## src/design/bdrc_pkg.sv

```systemverilog
// Shared types and constants for the beat detector and rate calculator.
package bdrc_pkg;

   localparam int SAMPLE_W          = 16;
   localparam int CSR_DATA_W        = 16;
   localparam int CSR_INDEX_W       = 2;
   localparam int RATE_W            = 15;
   localparam int RATE_NUMERATOR    = 24000;
   localparam int DEF_BEATS_PER_WIN = 4;
   localparam int DEF_TICK_BITS     = 32;

   localparam logic [CSR_INDEX_W-1:0] CSR_UPPER_THRESHOLD = 2'd0;
   localparam logic [CSR_INDEX_W-1:0] CSR_LOWER_THRESHOLD = 2'd1;
   localparam logic [CSR_INDEX_W-1:0] CSR_MIN_HIGH_TICKS  = 2'd2;
   localparam logic [CSR_INDEX_W-1:0] CSR_MAX_HIGH_TICKS  = 2'd3;

   localparam logic signed [SAMPLE_W-1:0] UPPER_RESET = 16'sd50;
   localparam logic signed [SAMPLE_W-1:0] LOWER_RESET = -16'sd100;
   localparam logic [CSR_DATA_W-1:0]      MIN_RESET   = 16'd19;
   localparam logic [CSR_DATA_W-1:0]      MAX_RESET   = 16'd201;

   typedef enum logic [2:0] {
      ST_IDLE,
      ST_SPAN,
      ST_WIN,
      ST_DIV,
      ST_DONE
   } state_type;

   typedef struct packed {
      logic              beat;
      logic              beat_ok;
      logic              rate_ready;
      logic [RATE_W-1:0] rate;
   } result_type;

endpackage

```

## src/design/beat_detect_rate_calc_top.sv

```systemverilog
// Beat detector with hysteresis thresholds and windowed heart-rate divider.
//
// Usage:
//   req_ channel takes one signed 16-bit sample word per handshake; every
//   sample yields exactly one rsp_ word (beat, beat_ok, rate_ready, rate).
//   csr_ channel writes the four threshold/limit registers; write only when
//   the block is idle. csr_ready is always high.
// Timing:
//   A sample that completes no beat passes the span and done states on its
//   way to its rsp_ word; a beat also passes the window state; a beat that
//   closes a rate window also runs the divider state for the 15 quotient
//   steps of the shared subtractor, one per cycle. req_ready is high only in
//   the idle state, so one sample is in flight at a time.
// Reset:
//   Synchronous reset restores default thresholds and limits, disarms the
//   detector and clears the tick count and window beat count.
// Stall:
//   The rsp_ output register holds while rsp_ready is low; one more sample
//   may be accepted and finished, and then waits until the register drains.
module beat_detect_rate_calc_top #(
   parameter int BEATS_PER_WINDOW = bdrc_pkg::DEF_BEATS_PER_WIN,
   parameter int TICK_BITS        = bdrc_pkg::DEF_TICK_BITS
) (
   input  logic                                 clock,
   input  logic                                 reset,
   input  logic                                 req_valid,
   output logic                                 req_ready,
   input  logic signed [bdrc_pkg::SAMPLE_W-1:0] req_sample,
   output logic                                 rsp_valid,
   input  logic                                 rsp_ready,
   output logic                                 rsp_beat,
   output logic                                 rsp_beat_ok,
   output logic                                 rsp_rate_ready,
   output logic [bdrc_pkg::RATE_W-1:0]          rsp_rate,
   input  logic                                 csr_valid,
   output logic                                 csr_ready,
   input  logic [bdrc_pkg::CSR_INDEX_W-1:0]     csr_index,
   input  logic [bdrc_pkg::CSR_DATA_W-1:0]      csr_data
);
   import bdrc_pkg::*;

   localparam int BEAT_W  = $clog2(BEATS_PER_WINDOW + 1);
   localparam int CNT_W   = $clog2(RATE_W);
   localparam int ALU_W   = TICK_BITS + 1;
   localparam logic [RATE_W-1:0] RATE_NUM = RATE_W'(RATE_NUMERATOR);

   state_type state_ff, state_in;

   logic signed [SAMPLE_W-1:0]   upper_ff, upper_in;
   logic signed [SAMPLE_W-1:0]   lower_ff, lower_in;
   logic [CSR_DATA_W-1:0]        min_ff, min_in;
   logic [CSR_DATA_W-1:0]        max_ff, max_in;

   logic signed [SAMPLE_W-1:0]   sample_ff, sample_in;
   logic                         armed_ff, armed_in;
   logic [TICK_BITS-1:0]         tick_ff, tick_in;
   logic [TICK_BITS-1:0]         arm_tick_ff, arm_tick_in;
   logic [TICK_BITS-1:0]         win_start_ff, win_start_in;
   logic [BEAT_W-1:0]            beats_ff, beats_in;
   logic [TICK_BITS-1:0]         span_ff, span_in;
   logic [TICK_BITS-1:0]         divisor_ff, divisor_in;
   logic [ALU_W-1:0]             rem_ff, rem_in;
   logic [RATE_W-1:0]            quot_ff, quot_in;
   logic [CNT_W-1:0]             cnt_ff, cnt_in;

   result_type                   pend_ff, pend_in;
   result_type                   out_ff, out_in;
   logic                         out_valid_ff, out_valid_in;

   logic [ALU_W-1:0]             alu_a, alu_b;
   logic [ALU_W:0]               alu_diff;
   logic                         alu_borrow;
   logic [ALU_W-1:0]             div_shifted;
   logic                         beat_cond;
   logic                         arm_cond;
   logic                         span_ok;

   // shared subtractor
   assign alu_diff   = {1'b0, alu_a} - {1'b0, alu_b};
   assign alu_borrow = alu_diff[ALU_W];

   assign div_shifted = {rem_ff[TICK_BITS-1:0], RATE_NUM[cnt_ff]};
   assign beat_cond   = armed_ff && (sample_ff < lower_ff);
   assign arm_cond    = !armed_ff && (sample_ff > upper_ff);
   assign span_ok     = (span_ff >= TICK_BITS'(min_ff)) && (span_ff <= TICK_BITS'(max_ff));

   assign req_ready      = (state_ff == ST_IDLE);
   assign csr_ready      = 1'b1;
   assign rsp_valid      = out_valid_ff;
   assign rsp_beat       = out_ff.beat;
   assign rsp_beat_ok    = out_ff.beat_ok;
   assign rsp_rate_ready = out_ff.rate_ready;
   assign rsp_rate       = out_ff.rate;

   always_comb begin
      upper_in = upper_ff;
      lower_in = lower_ff;
      min_in   = min_ff;
      max_in   = max_ff;
      if (csr_valid) begin
         case (csr_index)
            CSR_UPPER_THRESHOLD: upper_in = csr_data;
            CSR_LOWER_THRESHOLD: lower_in = csr_data;
            CSR_MIN_HIGH_TICKS:  min_in   = csr_data;
            CSR_MAX_HIGH_TICKS:  max_in   = csr_data;
            default: ;
         endcase
      end
   end

   always_comb begin
      state_in     = state_ff;
      sample_in    = sample_ff;
      armed_in     = armed_ff;
      tick_in      = tick_ff;
      arm_tick_in  = arm_tick_ff;
      win_start_in = win_start_ff;
      beats_in     = beats_ff;
      span_in      = span_ff;
      divisor_in   = divisor_ff;
      rem_in       = rem_ff;
      quot_in      = quot_ff;
      cnt_in       = cnt_ff;
      pend_in      = pend_ff;
      out_in       = out_ff;
      out_valid_in = out_valid_ff;
      alu_a        = '0;
      alu_b        = '0;

      if (out_valid_ff && rsp_ready) begin
         out_valid_in = 1'b0;
      end

      case (state_ff)
         ST_IDLE: begin
            if (req_valid) begin
               sample_in = req_sample;
               tick_in   = tick_ff + 1'b1;
               state_in  = ST_SPAN;
            end
         end
         ST_SPAN: begin
            alu_a   = {1'b0, tick_ff};
            alu_b   = {1'b0, arm_tick_ff};
            span_in = alu_diff[TICK_BITS-1:0];
            pend_in = '0;
            if (beat_cond) begin
               armed_in = 1'b0;
               state_in = ST_WIN;
            end else begin
               if (arm_cond) begin
                  armed_in    = 1'b1;
                  arm_tick_in = tick_ff;
               end
               state_in = ST_DONE;
            end
         end
         ST_WIN: begin
            alu_a           = {1'b0, tick_ff};
            alu_b           = {1'b0, win_start_ff};
            pend_in.beat    = 1'b1;
            pend_in.beat_ok = span_ok;
            state_in        = ST_DONE;
            if (beats_ff == '0) begin
               win_start_in = tick_ff;
               beats_in     = BEAT_W'(1);
            end else if (beats_ff == BEAT_W'(BEATS_PER_WINDOW)) begin
               win_start_in       = tick_ff;
               beats_in           = BEAT_W'(1);
               pend_in.rate_ready = 1'b1;
               if (alu_diff[TICK_BITS-1:0] == '0) begin
                  pend_in.rate = RATE_NUM;
               end else begin
                  divisor_in = alu_diff[TICK_BITS-1:0];
                  rem_in     = '0;
                  quot_in    = '0;
                  cnt_in     = CNT_W'(RATE_W - 1);
                  state_in   = ST_DIV;
               end
            end else begin
               beats_in = beats_ff + 1'b1;
            end
         end
         ST_DIV: begin
            alu_a   = div_shifted;
            alu_b   = {1'b0, divisor_ff};
            rem_in  = alu_borrow ? div_shifted : alu_diff[ALU_W-1:0];
            quot_in = {quot_ff[RATE_W-2:0], !alu_borrow};
            cnt_in  = cnt_ff - 1'b1;
            if (cnt_ff == '0) begin
               pend_in.rate = {quot_ff[RATE_W-2:0], !alu_borrow};
               state_in     = ST_DONE;
            end
         end
         ST_DONE: begin
            if (!out_valid_ff || rsp_ready) begin
               out_in       = pend_ff;
               out_valid_in = 1'b1;
               state_in     = ST_IDLE;
            end
         end
         default: begin
            state_in = ST_IDLE;
         end
      endcase
   end

   always_ff @(posedge clock) begin
      if (reset) begin
         state_ff     <= ST_IDLE;
         upper_ff     <= UPPER_RESET;
         lower_ff     <= LOWER_RESET;
         min_ff       <= MIN_RESET;
         max_ff       <= MAX_RESET;
         armed_ff     <= 1'b0;
         tick_ff      <= '0;
         arm_tick_ff  <= '0;
         beats_ff     <= '0;
         out_valid_ff <= 1'b0;
      end else begin
         state_ff     <= state_in;
         upper_ff     <= upper_in;
         lower_ff     <= lower_in;
         min_ff       <= min_in;
         max_ff       <= max_in;
         armed_ff     <= armed_in;
         tick_ff      <= tick_in;
         arm_tick_ff  <= arm_tick_in;
         beats_ff     <= beats_in;
         out_valid_ff <= out_valid_in;
      end
   end

   always_ff @(posedge clock) begin
      sample_ff    <= sample_in;
      win_start_ff <= win_start_in;
      span_ff      <= span_in;
      divisor_ff   <= divisor_in;
      rem_ff       <= rem_in;
      quot_ff      <= quot_in;
      cnt_ff       <= cnt_in;
      pend_ff      <= pend_in;
      out_ff       <= out_in;
   end

endmodule
```

## config.mk

```make
export PLATFORM = sky130hd
export DESIGN_NAME = beat_detect_rate_calc_top
export DESIGN_NICKNAME = d
export VERILOG_FILES = /design/src/design/bdrc_pkg.sv /design/src/design/beat_detect_rate_calc_top.sv
export SDC_FILE = /design/constraint.sdc
export NUM_CORES = 1
export LEC_CHECK = 0
export BUFFER_PORTS_ARGS = -buffer_cell sky130_fd_sc_hd__buf_2
export CAP_MARGIN = 20
export CORE_MARGIN = 1.5
export CORE_UTILIZATION = 45
export CTS_CLUSTER_DIAMETER = 50
export DETAILED_ROUTE_END_ITERATION = 10
export SLEW_MARGIN = 20
export SYNTH_ARGS = -nofsm -noshare
export SYNTH_HDL_FRONTEND = slang
export SYNTH_SLANG_ARGS = --single-unit
```

## constraint.sdc

```tcl
create_clock -name clock -period 5.8 [get_ports clock]
set_clock_uncertainty 0.2 [all_clocks]
set_input_delay 0.29 -clock clock [delete_from_list [all_inputs] [get_ports clock]]
set_output_delay 0.29 -clock clock [all_outputs]
set_load 0.1 [all_outputs]
```

==> impl_metrics.yaml <==
status:
  status: "finished, final reports clean"
setup_path:
  cp_slowest_stage_delay_ns: 0.45
  path_max_fanout: 15
  r2r_start: "state_ff[1]"
  arrival_ns: 5.49
  critical_path.startpoint: "state_ff[1]"
  crit_type: "reg -> reg"
  timing.rr.end: "pend_ff[1]"
  worst-path-buf-inv: 3
  required_ns: 5.84
  worstRegToRegCells: 18
  critPathLaunchType: "flip-flop"
  critPathSlowestCell: "fa_1"
  worstPathCellList: "inv_1 -> nor2_1 -> and2_1 -> a22oi_1 -> ha_1 -> inv_1 -> fa_1 -> a211oi_1 -> o21ai_1 -> a22oi_1 -> a21oi_1 -> a2111oi_4 -> mux2_2 -> nor4b_1 -> and4bb_4 -> a41oi_1 -> nor3b_2 -> buf_12"
  critPathCaptureType: "flip-flop"
  endpoint: "pend_ff[1]"
  cp_num_cells: 18
  cpLargestDelayFamily: "compound AO/OA/AOI/OAI gates"
  r2r_slack_ns: 0.35
timing:
  period_needed_ns: 5.453
  period_share: 0.9402
  slew_headroom: 0.3021
  slew_viol_final: 0
  hold_slack_ns: 0.01886
  setup_viol: 0
  finalSetupTns_ns: 0
  clock.fmax_ghz: 0.1834
  fin_ws_ns: 0.3470
  tightest_slew_ns: 1.047
  finalHoldViolations: 0
  rsz0062_at_grt: "false"
grt:
  grt_usage: 0.2301
  overflow: 0
  first_global_vias: 12310
  antenna_found_initial: 1
  grt_pass1_wl_um: 69660
  grt_max_degree: 88
yosys:
  async_flop_share: 0
  syn_avg_cell_area_um2: 10.45
  ys_types: 74
  ys_seq_elements: 335
  syn-instance-count: 1627
  netlist_area_um2: 17010
  synth_edf_count: 198
  synth_seq_area_share: 0.5109
  synthFlopType: "edfxtp_1"
  synth_fp_nets: 1766
  ys_warn_count: 0
route:
  vias_per_cell: 5.575
  vias: 12740
  ant_nets: 0
  drt_pass1_iterations: 5
  route.detailed.drc: 0
  wire_per_inst_um: 19.55
  drt_iter0_markers: 866
  drt-total-wl_um: 44690
pwr:
  leakagePower_nw: 7.553
  power_density_nw_per_um2: 298.8
  vdd_ir_drop_max_mv: 0.1959
cts:
  h-tree-depth: 2
  clk_latency_ns: 0.54
  cts_made_buffers: 41
  cts_tree: "built"
  cts.path.max_buffers: 3
  cts.sinks: 335
  cts-root-buf: "clkbuf_16"
  clk_pin_slew_ns: 0.06
place:
  place_ws_ns: 0.4436
  place_hpwl_um: 31540
  placed_cells: 2177
  port_buffers: 58
  routabilityCongestion: 0.9333
floorplanning:
  die_area_um2: 38960
  ios: 60
  rows: 71
  die_width_um: 197.4
  die-height_um: 197.4
  start_util: 0.4547
  design.core.area_um2: 37400
finish:
  layout-drive-gt1-share: 0.1573
  area_growth_syn_to_layout_pct: 16.32
  final_nets: 1881
  n_fill_cell: 3335
  final_cell_count_no_fill: 2286
  final_util: 0.5289
hold_path:
  holdCritPathClass: "in -> reg"
flow_run:
  maxCapViolCount: 0
stage by stage:
| step | instance area (um2) | total power [mW] |
|---|---|---|
| 2_1_floorplan | 17010 | 3.221 |
| 3_3_place_gp | 18150 | 3.497 |
| 3_5_place_dp | 18150 | 3.505 |
| 4_1_cts | 19770 | 5.948 |
| 5_1_grt | 19780 | 6.116 |
| 6_report | 19780 | 5.911 |
worst min-delay path, cell delays in order:
cell and delay, ns:
buf_2 0.15, nor3b_4 0.12, nand2_1 0.08, a21oi_1 0.05
synthesized netlist by cell type (10+ instances only):
cell / n / share of area
nor3_1: 17 / 0.0050
dfxtp_1: 137 / 0.16
and3_1: 30 / 0.011
clkbuf_1: 61 / 0.013
xor2_1: 34 / 0.018
nand3_1: 27 / 0.0079
buf_1: 10 / 0.0022
o21ai_0: 38 / 0.011
a22oi_1: 33 / 0.015
ha_1: 99 / 0.073
a211oi_1: 11 / 0.0049
a22o_1: 32 / 0.016
mux2i_1: 69 / 0.041
nand4_1: 25 / 0.0092
a21oi_1: 98 / 0.029
edfxtp_1: 198 / 0.35
xnor2_1: 15 / 0.0077
nand2b_1: 22 / 0.0081
nor2b_1: 10 / 0.0037
mux2_2: 33 / 0.022
nor2_1: 164 / 0.036
nand2_1: 147 / 0.032
or2_2: 40 / 0.015
o211ai_1: 11 / 0.0049
a211o_1: 21 / 0.011
inv_1: 86 / 0.019
a21o_1: 27 / 0.012
state kept, by name, summed over array words and instances (netlist names), 18 cells and up:
register and count:
tick_ff 32, span_ff 32, pend_ff 18, divisor_ff 32, arm_tick_ff 32, rem_ff 32, win_start_ff 32
per-layer routing:
layer	global-route usage	part of all wire	up-vias	routed length [um]
li1	-	-	6130	-
met1	0.3297	0.47	6164	21180
met2	0.3581	0.45	368	20010
met3	0.03346	0.052	82	2337
met4	0.07436	0.026	0	1161
met5	0	0	-	0
kinds of logic (layout without fill, tap and decap cells):
kind of cell,count (synthesis),count (layout),synth area share
buffers and inverters,171,318,0.03995
AOI/OAI and AO/OA,332,332,0.1343
xor gates and xnor gates,49,49,0.02524
other,1,2,0.0002205
muxes,102,102,0.06247
and+or+nand+nor,537,537,0.1529
DFF,335,335,0.5109
adders and majority gates,100,100,0.07402
what timing repair did:
| action | CTS | global route |
|---|---|---|
| buffers inserted | 0 | 0 |
| hold buffers | 33 | 0 |
| endpoints found under the hold margin | 81 | 0 |
| gates resized for setup | 0 | 0 |
| endpoints found under the setup margin | 0 | 0 |
worst min path at each step:
stage	start	to	slack (ns)	cells past startpoint
3_3_place_gp	pend_ff[14]	rsp_rate[14]	0.20	0
2_1_floorplan	req_sample[0]	sample_ff[0]	0.19	0
6_report	csr_index[1]	upper_ff[7]	0.02	4
5_1_grt	csr_index[1]	upper_ff[15]	0.03	4
3_5_place_dp	pend_ff[14]	rsp_rate[14]	0.21	0
4_1_cts	req_valid	state_ff[0]	0.02	4
placed cells by master (no fill, tap or decap), types with 40 or more instances in the layout:
cell / instances
nor2_1: 163
clkbuf_16: 43
buf_4: 65
inv_1: 86
or2_2: 40
mux2i_1: 69
nand2_1: 147
a21oi_1: 98
ha_1: 99
buf_2: 57
edfxtp_1: 198
dfxtp_1: 136
final cells by class:
class	count	area, um2	area share
sequential	335	8690	0.4393
multi-input combinational	1121	7692	0.3889
timing repair buffer	157	1144	0.05782
clock buffer	53	1134	0.05731
tap	511	639.4	0.03232
inverter	86	322.8	0.01632
clock inverter	22	156.4	0.007907
antenna	1	2.502	0.0001265
power breakdown:
group	leakage (nW)	internal [mW]	switching, mW
clock	0.624	1.40	1.03
sequential	2.83	2.60	0.0350
combinational	4.10	0.333	0.513
(Power assumes the default switching activity.)
